$ cat config.mk
export PLATFORM = sky130hd
export DESIGN_NAME = sorted_priority_queue
export DESIGN_NICKNAME = d
export VERILOG_FILES = /design/src/rtl/spq_pkg.sv /design/src/rtl/spq_ctrl.sv /design/src/rtl/spq_datapath.sv /design/src/rtl/sorted_priority_queue.sv
export SDC_FILE = /design/constraint.sdc
export NUM_CORES = 1
export LEC_CHECK = 0
export BUFFER_PORTS_ARGS = -buffer_cell sky130_fd_sc_hd__buf_4
export CAP_MARGIN = 20
export CORE_MARGIN = 2
export CORE_UTILIZATION = 40
export DETAILED_ROUTE_END_ITERATION = 6
export PLACE_DENSITY = 0.65
export SLEW_MARGIN = 20
export SYNTH_ARGS = -nofsm -noshare
export SYNTH_HDL_FRONTEND = slang
export SYNTH_SLANG_ARGS = --single-unit
$ cat constraint.sdc
create_clock -name clock -period 5.85 [get_ports clock]
set_input_delay 0.2925 -clock clock [delete_from_list [all_inputs] [get_ports clock]]
set_output_delay 0.2925 -clock clock [all_outputs]
set_load 0.05 [all_outputs]
$ cat src/rtl/spq_pkg.sv
// Shared constants, codes and controller/datapath interface types for the sorted priority queue.
package spq_pkg;

   localparam int CAPACITY = 16;
   localparam int IDX_W    = $clog2(CAPACITY);
   localparam int CNT_W    = $clog2(CAPACITY + 1);
   localparam int DATA_W   = 32;
   localparam int FILL_W   = 5;

   localparam logic OP_INSERT = 1'b0;
   localparam logic OP_SERVE  = 1'b1;

   localparam logic [1:0] ST_INSERTED = 2'd0;
   localparam logic [1:0] ST_SERVED   = 2'd1;
   localparam logic [1:0] ST_EMPTY    = 2'd2;
   localparam logic [1:0] ST_FULL     = 2'd3;

   // Commands from the controller to the datapath.
   typedef struct packed {
      logic       capture;
      logic       rd_head;
      logic       rd_tail;
      logic       rd_prev;
      logic       wr_shift;
      logic       wr_new_next;
      logic       wr_new_head;
      logic       finish;
      logic [1:0] fin_status;
      logic       load_rsp;
   } dp_cmd_type;

   // Status from the datapath to the controller.
   typedef struct packed {
      logic op_serve;
      logic is_empty;
      logic is_full;
      logic scan_go;
      logic cur_zero;
   } dp_stat_type;

endpackage

$ cat src/rtl/spq_ctrl.sv
// Controller state machine that sequences insert scans, serves and result transfers.
module spq_ctrl import spq_pkg::*; (
   input  logic        clock,
   input  logic        reset,
   input  logic        req_valid,
   output logic        req_ready,
   output logic        rsp_valid,
   input  logic        rsp_ready,
   input  dp_stat_type stat,
   output dp_cmd_type  cmd
);

   localparam logic [2:0] S_IDLE  = 3'd0;
   localparam logic [2:0] S_START = 3'd1;
   localparam logic [2:0] S_SCAN  = 3'd2;
   localparam logic [2:0] S_PLACE = 3'd3;
   localparam logic [2:0] S_SERVE = 3'd4;
   localparam logic [2:0] S_DONE  = 3'd5;

   logic [2:0] state_ff;
   logic [2:0] state_in;
   logic       rsp_valid_ff;
   logic       rsp_valid_in;
   logic       out_free;

   assign out_free  = !rsp_valid_ff || rsp_ready;
   assign req_ready = (state_ff == S_IDLE);
   assign rsp_valid = rsp_valid_ff;

   always_comb begin
      state_in = state_ff;
      cmd      = '0;
      case (state_ff)
         S_IDLE: begin
            if (req_valid) begin
               cmd.capture = 1'b1;
               state_in    = S_START;
            end
         end
         S_START: begin
            if (stat.op_serve) begin
               if (stat.is_empty) begin
                  cmd.finish     = 1'b1;
                  cmd.fin_status = ST_EMPTY;
                  state_in       = S_DONE;
               end else begin
                  cmd.rd_head = 1'b1;
                  state_in    = S_SERVE;
               end
            end else if (stat.is_full) begin
               cmd.finish     = 1'b1;
               cmd.fin_status = ST_FULL;
               state_in       = S_DONE;
            end else if (stat.is_empty) begin
               cmd.wr_new_head = 1'b1;
               cmd.finish      = 1'b1;
               cmd.fin_status  = ST_INSERTED;
               state_in        = S_DONE;
            end else begin
               cmd.rd_tail = 1'b1;
               state_in    = S_SCAN;
            end
         end
         S_SCAN: begin
            if (stat.scan_go) begin
               cmd.wr_shift = 1'b1;
               if (stat.cur_zero) begin
                  state_in = S_PLACE;
               end else begin
                  cmd.rd_prev = 1'b1;
               end
            end else begin
               cmd.wr_new_next = 1'b1;
               cmd.finish      = 1'b1;
               cmd.fin_status  = ST_INSERTED;
               state_in        = S_DONE;
            end
         end
         S_PLACE: begin
            cmd.wr_new_head = 1'b1;
            cmd.finish      = 1'b1;
            cmd.fin_status  = ST_INSERTED;
            state_in        = S_DONE;
         end
         S_SERVE: begin
            cmd.finish     = 1'b1;
            cmd.fin_status = ST_SERVED;
            state_in       = S_DONE;
         end
         S_DONE: begin
            if (out_free) begin
               cmd.load_rsp = 1'b1;
               state_in     = S_IDLE;
            end
         end
         default: begin
            state_in = S_IDLE;
         end
      endcase
   end

   always_comb begin
      rsp_valid_in = rsp_valid_ff;
      if (cmd.load_rsp) begin
         rsp_valid_in = 1'b1;
      end else if (rsp_ready) begin
         rsp_valid_in = 1'b0;
      end
   end

   always_ff @(posedge clock) begin
      if (reset) begin
         state_ff     <= S_IDLE;
         rsp_valid_ff <= 1'b0;
      end else begin
         state_ff     <= state_in;
         rsp_valid_ff <= rsp_valid_in;
      end
   end

`ifndef SYNTHESIS
   a_scan_entry: assert property (@(posedge clock) disable iff (reset)
      (state_ff == S_SCAN) |-> ($past(state_ff) == S_START || $past(state_ff) == S_SCAN))
      else $error("scan state entered from an unexpected state");

   a_result_once: assert property (@(posedge clock) disable iff (reset)
      $rose(rsp_valid_ff) |-> ($past(state_ff) == S_DONE && state_ff == S_IDLE))
      else $error("result presented outside the done state");
`endif

endmodule

$ cat src/rtl/spq_datapath.sv
// Datapath with the entry memories, head pointer, entry count, scan index and result registers.
module spq_datapath import spq_pkg::*; (
   input  logic                     clock,
   input  logic                     reset,
   input  logic                     req_opcode,
   input  logic signed [DATA_W-1:0] req_item_value,
   input  logic signed [DATA_W-1:0] req_item_priority,
   input  dp_cmd_type               cmd,
   output dp_stat_type              stat,
   output logic [1:0]               rsp_status,
   output logic signed [DATA_W-1:0] rsp_served_value,
   output logic [FILL_W-1:0]        rsp_fill_level
);

   // Entry memories, addressed physically; logical position 0 sits at head_ff.
   logic signed [DATA_W-1:0] val_mem_ff [CAPACITY];
   logic signed [DATA_W-1:0] pri_mem_ff [CAPACITY];

   logic                     op_ff;
   logic signed [DATA_W-1:0] new_val_ff;
   logic signed [DATA_W-1:0] new_pri_ff;
   logic signed [DATA_W-1:0] rd_val_ff;
   logic signed [DATA_W-1:0] rd_pri_ff;
   logic [IDX_W-1:0]         head_ff;
   logic [IDX_W-1:0]         head_in;
   logic [CNT_W-1:0]         count_ff;
   logic [CNT_W-1:0]         count_in;
   logic [IDX_W-1:0]         cur_ff;
   logic [IDX_W-1:0]         cur_in;
   logic [1:0]               res_status_ff;
   logic signed [DATA_W-1:0] res_value_ff;
   logic [1:0]               rsp_status_ff;
   logic signed [DATA_W-1:0] rsp_value_ff;
   logic [FILL_W-1:0]        rsp_fill_ff;

   logic                     rd_en;
   logic [IDX_W-1:0]         rd_addr;
   logic                     wr_en;
   logic [IDX_W-1:0]         wr_addr;
   logic signed [DATA_W-1:0] wr_val;
   logic signed [DATA_W-1:0] wr_pri;
   logic [IDX_W-1:0]         tail_idx;
   logic [IDX_W-1:0]         head_next;

   function automatic logic [IDX_W-1:0] to_phys(input logic [IDX_W-1:0] base,
                                                input logic [IDX_W-1:0] ofs);
      logic [IDX_W:0] sum;
      sum = {1'b0, base} + {1'b0, ofs};
      if (sum >= (IDX_W+1)'(CAPACITY)) begin
         sum = sum - (IDX_W+1)'(CAPACITY);
      end
      return sum[IDX_W-1:0];
   endfunction

   assign tail_idx  = IDX_W'(count_ff - 1'b1);
   assign head_next = (head_ff == IDX_W'(CAPACITY - 1)) ? '0 : head_ff + 1'b1;

   assign stat.op_serve = (op_ff == OP_SERVE);
   assign stat.is_empty = (count_ff == '0);
   assign stat.is_full  = (count_ff == CNT_W'(CAPACITY));
   assign stat.cur_zero = (cur_ff == '0);
   // The head only yields to a strictly higher priority; later entries yield on ties.
   assign stat.scan_go  = (cur_ff == '0) ? (rd_pri_ff < new_pri_ff) : (rd_pri_ff <= new_pri_ff);

   always_comb begin
      rd_en   = cmd.rd_head || cmd.rd_tail || cmd.rd_prev;
      rd_addr = head_ff;
      cur_in  = cur_ff;
      if (cmd.rd_tail) begin
         rd_addr = to_phys(head_ff, tail_idx);
         cur_in  = tail_idx;
      end else if (cmd.rd_prev) begin
         rd_addr = to_phys(head_ff, cur_ff - 1'b1);
         cur_in  = cur_ff - 1'b1;
      end
   end

   always_comb begin
      wr_en   = cmd.wr_shift || cmd.wr_new_next || cmd.wr_new_head;
      wr_addr = cmd.wr_new_head ? head_ff : to_phys(head_ff, cur_ff + 1'b1);
      wr_val  = cmd.wr_shift ? rd_val_ff : new_val_ff;
      wr_pri  = cmd.wr_shift ? rd_pri_ff : new_pri_ff;
   end

   always_comb begin
      head_in  = head_ff;
      count_in = count_ff;
      if (cmd.finish) begin
         if (cmd.fin_status == ST_INSERTED) begin
            count_in = count_ff + 1'b1;
         end else if (cmd.fin_status == ST_SERVED) begin
            count_in = count_ff - 1'b1;
            head_in  = head_next;
         end
      end
   end

   always_ff @(posedge clock) begin
      if (wr_en) begin
         val_mem_ff[wr_addr] <= wr_val;
         pri_mem_ff[wr_addr] <= wr_pri;
      end
      if (rd_en) begin
         rd_val_ff <= val_mem_ff[rd_addr];
         rd_pri_ff <= pri_mem_ff[rd_addr];
      end
   end

   always_ff @(posedge clock) begin
      if (reset) begin
         head_ff  <= '0;
         count_ff <= '0;
      end else begin
         head_ff  <= head_in;
         count_ff <= count_in;
      end
   end

   always_ff @(posedge clock) begin
      cur_ff <= cur_in;
      if (cmd.capture) begin
         op_ff      <= req_opcode;
         new_val_ff <= req_item_value;
         new_pri_ff <= req_item_priority;
      end
      if (cmd.finish) begin
         res_status_ff <= cmd.fin_status;
         res_value_ff  <= (cmd.fin_status == ST_SERVED) ? rd_val_ff : '0;
      end
      if (cmd.load_rsp) begin
         rsp_status_ff <= res_status_ff;
         rsp_value_ff  <= res_value_ff;
         rsp_fill_ff   <= FILL_W'(count_ff);
      end
   end

   assign rsp_status       = rsp_status_ff;
   assign rsp_served_value = rsp_value_ff;
   assign rsp_fill_level   = rsp_fill_ff;

`ifndef SYNTHESIS
   a_count_bound: assert property (@(posedge clock) disable iff (reset)
      count_ff <= CNT_W'(CAPACITY))
      else $error("entry count exceeds capacity");

   a_head_bound: assert property (@(posedge clock) disable iff (reset)
      head_ff <= IDX_W'(CAPACITY - 1))
      else $error("head pointer outside the memory");

   a_no_write_full: assert property (@(posedge clock) disable iff (reset)
      wr_en |-> (count_ff < CNT_W'(CAPACITY)))
      else $error("memory written while the queue is full");
`endif

endmodule

$ cat src/rtl/sorted_priority_queue.sv
// Top level of the sorted priority queue: controller and datapath joined by command and status.
//
//   Channel   Direction   Handshake              Payload
//   req       in          req_valid/req_ready    req_opcode, req_item_value, req_item_priority
//   rsp       out         rsp_valid/rsp_ready    rsp_status, rsp_served_value, rsp_fill_level
//
// One request is worked on at a time. A serve goes from transfer to result through capture,
// head read, finish and result load. An insert walks back from the tail one entry per cycle
// through the single registered read port of the entry memory, shifting each entry that
// yields one place back.
// Reset is synchronous and active high; it clears the entry count and head pointer, while the
// entry memory keeps whatever it holds. A new request is taken while an earlier result is still
// waiting on rsp; a finished request waits in its done state until the result register frees.
module sorted_priority_queue import spq_pkg::*; (
   input  logic                     clock,
   input  logic                     reset,
   input  logic                     req_valid,
   output logic                     req_ready,
   input  logic                     req_opcode,
   input  logic signed [DATA_W-1:0] req_item_value,
   input  logic signed [DATA_W-1:0] req_item_priority,
   output logic                     rsp_valid,
   input  logic                     rsp_ready,
   output logic [1:0]               rsp_status,
   output logic signed [DATA_W-1:0] rsp_served_value,
   output logic [FILL_W-1:0]        rsp_fill_level
);

   // Command and status groups between the state machine and the datapath.
   dp_cmd_type  cmd;
   dp_stat_type stat;

   // The controller owns the handshakes and decides every memory access and result load.
   spq_ctrl u_ctrl (
      .clock     (clock),
      .reset     (reset),
      .req_valid (req_valid),
      .req_ready (req_ready),
      .rsp_valid (rsp_valid),
      .rsp_ready (rsp_ready),
      .stat      (stat),
      .cmd       (cmd)
   );

   // The datapath holds the sorted entries as a circular list, so a serve only moves the head.
   spq_datapath u_datapath (
      .clock             (clock),
      .reset             (reset),
      .req_opcode        (req_opcode),
      .req_item_value    (req_item_value),
      .req_item_priority (req_item_priority),
      .cmd               (cmd),
      .stat              (stat),
      .rsp_status        (rsp_status),
      .rsp_served_value  (rsp_served_value),
      .rsp_fill_level    (rsp_fill_level)
   );

endmodule

# Yosys cells after proc, flatten, opt, wreduce, memory -nomap -nowiden

Memory sizes are Yosys's and may differ from the RTL's. A register that Yosys moved wholly into a read port is not among the register bits.
Cells that the tools add are included.
Widths: inputs -> output; s select.

Bits in registers: 155
Latch bits: 0
Memory bits (writable): 1024
Memory bits (read-only): 0
Input bits: 69
Output and inout bits: 41
Word-level logic and storage cells: 109
Memories kept: 2

Memory list:

| memory                | depth | width | read ports | clocked after Yosys merged registers in | wr ports | line               | text |
|---|---|---|---|---|---|---|---|
| u_datapath.pri_mem_ff | 16    | 32    | 1          | 1                                       | 1        | spq_datapath.sv:17 | `logic signed [DATA_W-1:0] pri_mem_ff [CAPACITY];` |
| u_datapath.val_mem_ff | 16    | 32    | 1          | 1                                       | 1        | spq_datapath.sv:16 | `logic signed [DATA_W-1:0] val_mem_ff [CAPACITY];` |

Add/subtract/negate cells: 11
$mul: 0
Div/mod/pow operators: 0
Magnitude comparators: 5
Equal/unequal tests: 11
Shift-type cells: 0
Mux-type cells: 49
Bitwise logic cells: 1
Reduce and logical (&&, ||, !) cells: 17

Operators by type and width:

| cell                | count |
|---|---|
| $mux 32             | 2 |
| $mux 4              | 10 |
| $mux 3              | 12 |
| $le 32x32->1        | 1 |
| $lt 32x32->1        | 1 |
| $mux 1              | 18 |
| $sub 4x1->4 const B | 4 |
| $add 4x4->5         | 3 |
| $ge 5x5->1 const B  | 3 |
| $pmux 3 s5          | 1 |
| $pmux 3 s4          | 1 |
| $mux 5              | 2 |
| $add 4x1->4 const B | 2 |
| $eq 3x2->1 const B  | 2 |
| $eq 3x3->1 const B  | 2 |
| $reduce_and 3->1    | 2 |
| $reduce_bool 2->1   | 3 |
| $add 5x1->5 const B | 1 |
| $eq 5x5->1 const B  | 1 |
| $logic_not 5->1     | 1 |
| $logic_or 1x1->1    | 5 |
| $sub 5x1->5 const B | 1 |
| $eq 4x4->1 const B  | 1 |
| $logic_not 4->1     | 1 |
| other kinds (13)    | 14 |

# Depth between registers and ports, before layout

Gate-level depths: netlist of run 1.

Depth in word-level cells: 8
Mapped depth: 15
Mapped depth without buffers: 12

# By module

From an unflattened synthesis of run 1, not the netlist that was laid out.

Cells, all modules: 2762
Area total of the unflattened synthesis: 50455.9 µm²

Modules (own cells, without submodules):

| module       | instances | cells an instance | area an instance (µm²) | sequential area each (µm²) |
|---|---|---|---|---|
| spq_datapath | 1         | 2716              | 50101.8                | 37115.6 |
| spq_ctrl     | 1         | 46                | 354.1                  | 80.1 |

# Worst setup path after synthesis of run 1

No wires, ideal clock.

Kind: reg-to-reg
Start: reg u_datapath.rd_pri_ff[14] (read register of u_datapath.pri_mem_ff)
End: reg u_datapath.rd_pri_ff[0] (read register of u_datapath.pri_mem_ff), enable pin
Library setup time: 0.509 ns
Data arrival time: 4.788 ns
Required time: 5.341 ns
Slack: 0.554 ns
Stages on the path, launching flop included: 8
Path buffers: 0
Clock period less this slack: 5.296 ns
Cells stage by stage: edfxtp_1 ha_1 nand4_1 nor3_1 a21boi_1 o41a_1 o211a_1 o22ai_1

Elaborated cells on any way between the ends: 8
Those cells by class: order compare (2); mux (5); reduce/logical (1)

RTL lines:

| element                                             | line               | text |
|---|---|---|
| start, declared                                     | spq_datapath.sv:23 | `logic signed [DATA_W-1:0] rd_pri_ff;` |
| $le 32x32->1 / $lt 32x32->1 (equally long branches) | spq_datapath.sv:63 | `assign stat.scan_go = (cur_ff == '0) ? (rd_pri_ff < new_pri_ff) : (rd_pri_ff <= new_pri_ff);` |
| $mux 1 (*)                                          | spq_datapath.sv:63 |  |
| $mux 2 (*)                                          | spq_ctrl.sv:65     | `if (stat.scan_go) begin` |
| $mux 3 (*)                                          | spq_ctrl.sv:33     | `case (state_ff)` |
| $logic_or 1x1->1 (*)                                | spq_datapath.sv:66 | `rd_en = cmd.rd_head \|\| cmd.rd_tail \|\| cmd.rd_prev;` |
| via u_datapath.rd_en                                | spq_datapath.sv:36 | `logic rd_en;` |

The timed path passes the listed nets; every way through them passes the cells marked *.
A chain may end at the register's enable or synchronous reset.

# Worst setup path in the final report of run 1

Start: reg u_datapath.new_pri_ff[28]
End: reg u_datapath.rd_pri_ff[17] (read register of u_datapath.pri_mem_ff), data pin

Longest elaborated chain between the ends: 6
Elaborated cells on any way between the ends: 8
Those cells by class: order compare (2); mux (5); reduce/logical (1)

Ends and longest elaborated chain:

| element                                             | line                | text |
|---|---|---|
| start, declared                                     | spq_datapath.sv:21  | `logic signed [DATA_W-1:0] new_pri_ff;` |
| start signal, assigned                              | spq_datapath.sv:124 | `new_pri_ff <= req_item_priority;` |
| $le 32x32->1 / $lt 32x32->1 (equally long branches) | spq_datapath.sv:63  |  |
| $mux 1 (*)                                          | spq_datapath.sv:63  |  |
| $mux 2 (*)                                          | spq_ctrl.sv:65      |  |
| $mux 3 (*)                                          | spq_ctrl.sv:33      |  |
| $mux 4                                              | spq_datapath.sv:72  | `end else if (cmd.rd_prev) begin` |
| $mux 4                                              | spq_datapath.sv:69  | `if (cmd.rd_tail) begin` |

Mark *: on every way between the ends. The rest lies on a longest branch, timed or not.

==> impl_metrics.csv, run 1 <==
group,metric,value,unit
run,max_cap_viol_count,0,
sta,fin_crit,4.88,ns
worst_setup_path,path_class,"reg -> reg",
sta,worst_slew_pin_slew,1.11,ns
floorplan,core,128000,µm²
worst_setup_path,worstPathRequired,6.33,ns
clocking,cts_buffer_depth,3,
grt,grt_first_pass_wirelength,205000,µm
synth,synthFlopType,"edfxtp_1",
drt,vias,32100,
worst_setup_path,path_cells,"inv_1, ha_1, nand4_2, nor4_2, nor3b_2, nand3_1, o211a_1, or4_2, nand3_4, buf_4, buf_4, mux2i_1, a22oi_1, a211o_1",
placed_design,portBuffers,109,
power_and_ir_drop,power,28400,µW
power_and_ir_drop,p_comb_frac,0.290,
worst_setup_path,critPathCaptureType,"flip-flop",
clocking,cts_resized,0,
grt,grtUsageTotal,0.208,
grt,grt_pass1_vias,31200,
min_path,hold_path.class,"in -> reg",
drt,highest_layer,"met4",
synth,synth_cell_types,61,
cells_and_area,area_growth,15.3,%
cells_and_area,fillers,10900,
worst_setup_path,start_kind,"flip-flop",
worst_setup_path,rr_worst_depth,14,
power_and_ir_drop,p_int,19000,µW
worst_setup_path,cpMaxStageDelayCell,"or4_2",
power_and_ir_drop,seq_power_share,0.411,
placed_design,gp_congestion,0.781,
floorplan,ios,110,
sta,drv_slew,0,
floorplan,start_util,0.404,
sta,finalSetupTns,0,ns
power_and_ir_drop,pwr-share-clk,0.299,
floorplan,rows,131,
clocking,clock_sinks,1243,
synth,synth_edf_count,1230,
drt,drc,0,
drt,wl_met3,11200,µm
sta,rsz0062_at_grt,"false",
synth,async_flop_share,0,
floorplan,die_h,363,µm
power_and_ir_drop,power_density,477,nW/µm²
drt,ant_nets,0,
cells_and_area,fin_cells,5358,
min_path,worstHoldPathCells,5,
drt,viasPerCell,6.00,
synth,seq_area_frac_synth,0.722,
sta,clock.fmax,205,MHz
worst_setup_path,worst-path-buf-inv,3,
power_and_ir_drop,vdd_ir_drop_max,445,µV
floorplan,die_area,132000,µm²
placed_design,dp.cells,5049,
placed_design,hpwl,67900,µm
power_and_ir_drop,switchingPower,9380,µW
power_and_ir_drop,sw_frac_of_total,0.331,
sta,slew_headroom,0.259,
cells_and_area,layout-drive-gt1-share,0.140,
worst_setup_path,cp_data_arrival_time,5.36,ns
outcome,status,"finished clean",
cells_and_area,nNetsFinal,3706,
drt,wl_met1,58500,µm
synth,syn-num-nets,3612,
cells_and_area,utilization,0.465,
grt,gr-total-overflow,0,
drt,wl,139000,µm
grt,grt_max_degree,215,
sta,finalHoldViolCount,0,
worst_setup_path,crit_cells,14,
cells_and_area,antenna_cells,0,
sta,clock_skew,0.0250,ns
clocking,hold_buffers,68,
synth,ys.warnings.count,0,
clocking,cts_setup_buffers,0,
worst_setup_path,crit_top_cell,"buf_4",
clocking,cts_root_buffer,"clkbuf_16",
synth,avgSynthCellArea,14.7,µm²
drt,wl_per_cell,26.0,µm
sta,setup_viol,0,
sta,period_share,0.833,
placed_design,pre_cts_ws,1.04,ns
power_and_ir_drop,p_leak,0.0204,µW
grt,antenna_found_initial,2,
synth,ys_ff_latch,1243,
worst_setup_path,path_max_fanout,34,
clocking,cts-htree-levels,4,
clocking,clkTransAtPathRegs,0.07,ns
drt,dr_wl_met2,66300,µm
drt,first_iter_violations,3871,
sta,setup_ws,0.975,ns
clocking,cts_buffers,132,
drt,drt_pass1_iterations,6,
cells_and_area,layout_commonest_cell,"edfxtp_1",
clocking,clk_latency,0.75,ns
worst_setup_path,critPathTopFamily,"simple AND/OR/NAND/NOR gates",
clocking,cts_tree,"done",
worst_setup_path,max_stage_delay,0.75,ns
floorplan,dieWidth,363,µm
cells_and_area,final_cell_mix,"edfxtp_1 (1230), nand2_1 (335), a21oi_1 (226)",
synth,netlist_area,51500,µm²
synth,netlist_instances,3495,
worst reg2reg max path, stage by stage (launching register included):
cell      delay (ns)
edfxtp_1        0.49
inv_1           0.09
ha_1            0.29
nand4_2         0.14
nor4_2          0.36
nor3b_2         0.39
nand3_1         0.26
o211a_1         0.31
or4_2           0.75
nand3_4         0.19
buf_4           0.27
buf_4           0.43
mux2i_1         0.26
a22oi_1         0.08
a211o_1         0.30
synthesized netlist by cell type, types with 6 or more instances:
master / count / share of area
and3_1: 34 / 0.0041
clkbuf_1: 208 / 0.015
nand3_1: 72 / 0.0070
nand2_1: 337 / 0.025
o21ai_0: 12 / 0.0012
buf_1: 17 / 0.0012
xor2_1: 6 / 0.0010
mux2i_1: 66 / 0.013
a31oi_1: 133 / 0.016
nor2_1: 46 / 0.0034
a22oi_1: 64 / 0.0093
a211o_1: 64 / 0.011
nor3_1: 9 / 0.00087
buf_6: 20 / 0.0044
a311oi_1: 64 / 0.011
ha_1: 45 / 0.011
xnor2_1: 12 / 0.0020
inv_1: 106 / 0.0077
mux2_2: 64 / 0.014
nand4_1: 6 / 0.00073
o32ai_1: 64 / 0.011
dfxtp_1: 13 / 0.0050
and2_1: 132 / 0.016
edfxtp_1: 1230 / 0.72
a221oi_1: 102 / 0.017
o311ai_0: 64 / 0.011
a21oi_1: 226 / 0.022
a221oi_2: 26 / 0.0076
buf_2: 55 / 0.0053
a211oi_1: 131 / 0.019
nand2b_1: 11 / 0.0013
through the flow:
stage	hold WS, ns	instance area (µm²)
after floorplan	0.364	51500
after global placement	0.401	54400
after detailed placement	0.405	54400
after CTS	0.125	59400
after global routing	0.222	59400
final	0.182	59400
flip-flops by register name, summed over array words and instances, names as in the netlist, 2 cells and up:
| signal | flops |
|---|---|
| u_datapath.new_pri_ff | 32 |
| u_datapath.new_val_ff | 32 |
| u_datapath.count_ff | 5 |
| u_datapath.pri_mem_ff | 512 |
| u_datapath.res_value_ff | 32 |
| u_datapath.head_ff | 4 |
| u_ctrl.state_ff | 3 |
| u_datapath.cur_ff | 4 |
| u_datapath.val_mem_ff | 512 |
| u_datapath.res_status_ff | 2 |
| u_datapath.rsp_fill_level | 5 |
| u_datapath.rd_pri_ff | 32 |
| u_datapath.rd_val_ff | 32 |
| u_datapath.rsp_served_value | 32 |
| u_datapath.rsp_status | 2 |
power by group through the flow:
| stage | combinational (µW) | sequential [µW] | clock (µW) |
|---|---|---|---|
| global placement | 7980 | 11800 | 0 |
| detailed placement | 8120 | 11800 | 0 |
| CTS | 8170 | 11700 | 8620 |
| finish | 8220 | 11700 | 8490 |
| floorplan | 5380 | 11900 | 0 |
| global route | 8850 | 11700 | 8950 |
area by class of cell:
type	instances	area, µm²	area share
clock buffers	161	3480	0.0585
clock inverters	80	881	0.0148
inverters	106	398	0.00670
multi-input cells	1843	12800	0.216
flip-flops and latches	1243	37200	0.626
well taps	1662	2080	0.0350
repair buffers	263	2530	0.0426
per-layer routing:
layer	global-route usage	vias up
li1	-	14100
met1	0.290	16300
met2	0.334	1534
met3	0.0306	224
met4	0.0692	0
met5	0	-
path summary, 6_finish.rpt:
| kind | startpoint | endpoint | slack (ns) |
|---|---|---|---|
| hold / removal | req_valid | u_ctrl.state_ff[1] | 0.18 |
| setup / recovery | u_datapath.new_pri_ff[28] | u_datapath.rd_pri_ff[17] | 0.97 |
| hold reg to reg | u_datapath.res_value_ff[15] | u_datapath.rsp_served_value[15] | 0.42 |
| setup reg to reg | u_datapath.new_pri_ff[28] | u_datapath.rd_pri_ff[17] | 0.97 |
kinds of logic (layout without fill, tap and decap cells):
logic type,Yosys count,after routing,synth area share
AOI/OAI and AO/OA,977,977,0.141
xor gates and xnor gates,18,18,0.00306
adders and majority gates,48,48,0.0121
buffers and inverters,409,610,0.0343
DFF,1243,1243,0.722
muxes,130,130,0.0268
and+or+nand+nor,670,670,0.0615
Note: power is estimated with default switching activity, not from simulation.
==> run 2: changes to the inputs <==
- clock period: 5.85 -> 5.1 ns (I/O delays scaled with it)
==> run 2 against run 1 <==
Net effect:
- sequential cell count is the same
- non-clock buffer count grew 38
- clock-buffer cell count shrank 23
- wire length rose by 2.1%
- total power is 13% higher
- utilization up 0.068 points
- critical path depth stayed put
- via count rose by 1.2%
- clock skew rose by 0.0036 ns
- sequential share of layout area shrank 0.089 points
- clock power is 3.7% higher
- critical path type unchanged
- highest routed layer unchanged
- maximum frequency fell by 1.5%
==> impl_metrics.csv, run 2 (synthesis gave the netlist of run 1 again) <==
group,metric,value,unit
clocking,clkTransAtPathRegs,0.06,ns
worst_setup_path,path_max_fanout,40,
power_and_ir_drop,power_density,538,nW/µm²
sta,drv_slew,0,
cells_and_area,final_cell_mix,"edfxtp_1 (1230), nand2_1 (335), a21oi_1 (226)",
run,max_cap_viol_count,0,
drt,drt_pass1_iterations,6,
clocking,cts_buffer_depth,3,
sta,setup_viol,0,
placed_design,portBuffers,109,
cells_and_area,layout-drive-gt1-share,0.147,
power_and_ir_drop,power,32000,µW
cells_and_area,nNetsFinal,3731,
floorplan,rows,131,
cells_and_area,utilization,0.466,
grt,use_met1,0.303,
sta,worst_slew_pin_slew,1.15,ns
floorplan,dieWidth,363,µm
cells_and_area,layout_commonest_cell,"edfxtp_1",
sta,finalHoldViolCount,0,
drt,wl_per_cell,26.5,µm
power_and_ir_drop,vdd_ir_drop_max,436,µV
sta,slew_headroom,0.232,
sta,whs,0.149,ns
cells_and_area,fin_cells,5379,
clocking,clk_latency,0.76,ns
grt,grt_pass1_vias,31400,
clocking,cts_root_buffer,"clkbuf_16",
grt,use_met3,0.0308,
placed_design,dp.cells,5085,
sta,fin_crit,4.95,ns
power_and_ir_drop,p_leak,0.0205,µW
sta,clock.fmax,202,MHz
placed_design,hpwl,71200,µm
grt,grt_max_degree,118,
cells_and_area,reg.largest.list,"u_datapath.pri_mem_ff: 512 flops, u_datapath.val_mem_ff: 512 flops",
clocking,cts-htree-levels,3,
worst_setup_path,worstPathRequired,5.58,ns
floorplan,die_area,132000,µm²
drt,first_iter_violations,4223,
grt,grt_use_met2,0.334,
min_path,hold_path.class,"in -> reg",
worst_setup_path,path_class,"reg -> reg",
drt,drc,0,
clocking,clock_sinks,1243,
drt,ant_nets,0,
worst_setup_path,start_kind,"flip-flop",
drt,viasPerCell,6.04,
cells_and_area,area_growth,15.4,%
worst_setup_path,cp_data_arrival_time,5.43,ns
grt,grtUsageTotal,0.212,
sta,rsz0062_at_grt,"false",
grt,grt_first_pass_wirelength,210000,µm
cells_and_area,fillers,10900,
worst_setup_path,critPathCaptureType,"flip-flop",
floorplan,start_util,0.404,
floorplan,die_h,363,µm
drt,vias,32500,
grt,top_usage_layer,"met2",
floorplan,core,128000,µm²
placed_design,gp_congestion,0.796,
clocking,cts_buffers,119,
sta,period_share,0.970,
clocking,cts_tree,"done",
grt,antenna_found_initial,3,
grt,gr-total-overflow,0,
outcome,status,"finished clean",
worst_setup_path,reg2reg_slack,0.15,ns
sta,clock_skew,0.0285,ns
drt,wl,142000,µm
floorplan,ios,110,
run 2: layer usage:
| layer | vias to the layer above | share of wire |
|---|---|---|
| met5 | - | 0 |
| met4 | 0 | 0.025 |
| met3 | 223 | 0.085 |
| met2 | 1609 | 0.47 |
| met1 | 16600 | 0.42 |
| li1 | 14100 | - |
run 2: area by class of cell:
cell class              count  area, µm²  area share
flip-flops and latches   1243      37200       0.625
multi-input cells        1843      12800       0.216
repair buffers            301       3110      0.0522
clock buffers             138       3070      0.0516
well taps                1662       2080      0.0350
clock inverters            84        781      0.0131
inverters                 106        398     0.00669
diodes                      2       5.00   0.0000841
run 2: worst paths after layout:
check                                        end                  startpoint  cells past startpoint
setup / recovery        u_datapath.rd_val_ff[29]    u_datapath.rd_pri_ff[31]                     14
hold / removal                u_ctrl.state_ff[1]                   req_valid                      5
setup reg to reg        u_datapath.rd_val_ff[29]    u_datapath.rd_pri_ff[31]                     14
hold reg to reg   u_datapath.rsp_served_value[3]  u_datapath.res_value_ff[3]                      0
run 2: repair_timing:
action	in CTS	in global routing
endpoints found under the setup margin	0	23
hold buffers	68	0
setup buffers	0	1
endpoints found under the hold margin	78	0
resized for setup	0	5
run 2: power breakdown:
group / internal, µW / switching, µW / total [µW]
Sequential: 13000 / 387 / 13400
Combinational: 3280 / 6550 / 9830
Clock: 4930 / 3870 / 8800
run 2: worst max-delay path, cell delays in order, from the launching register on:
cell	delay [ns]
edfxtp_1	0.40
ha_1	0.42
nand4_2	0.24
nor4_4	0.40
nor3b_4	0.37
o41a_1	0.40
o211ai_1	0.36
a32oi_4	0.48
buf_12	0.31
buf_12	0.27
a21oi_1	0.09
o311ai_0	0.37
o32ai_1	0.13
buf_4	0.15
a211o_1	0.23
run 2: through the flow:
stage | setup TNS [ns] | cell area [µm²] | setup slack [ns]
5_1_grt | 0 | 59500 | 0.0168
3_3_place_gp | 0 | 54900 | 0.203
3_5_place_dp | 0 | 54900 | 0.154
4_1_cts | 0 | 59400 | 0.112
6_report | 0 | 59500 | 0.153
2_1_floorplan | -56.97 | 51600 | -0.164
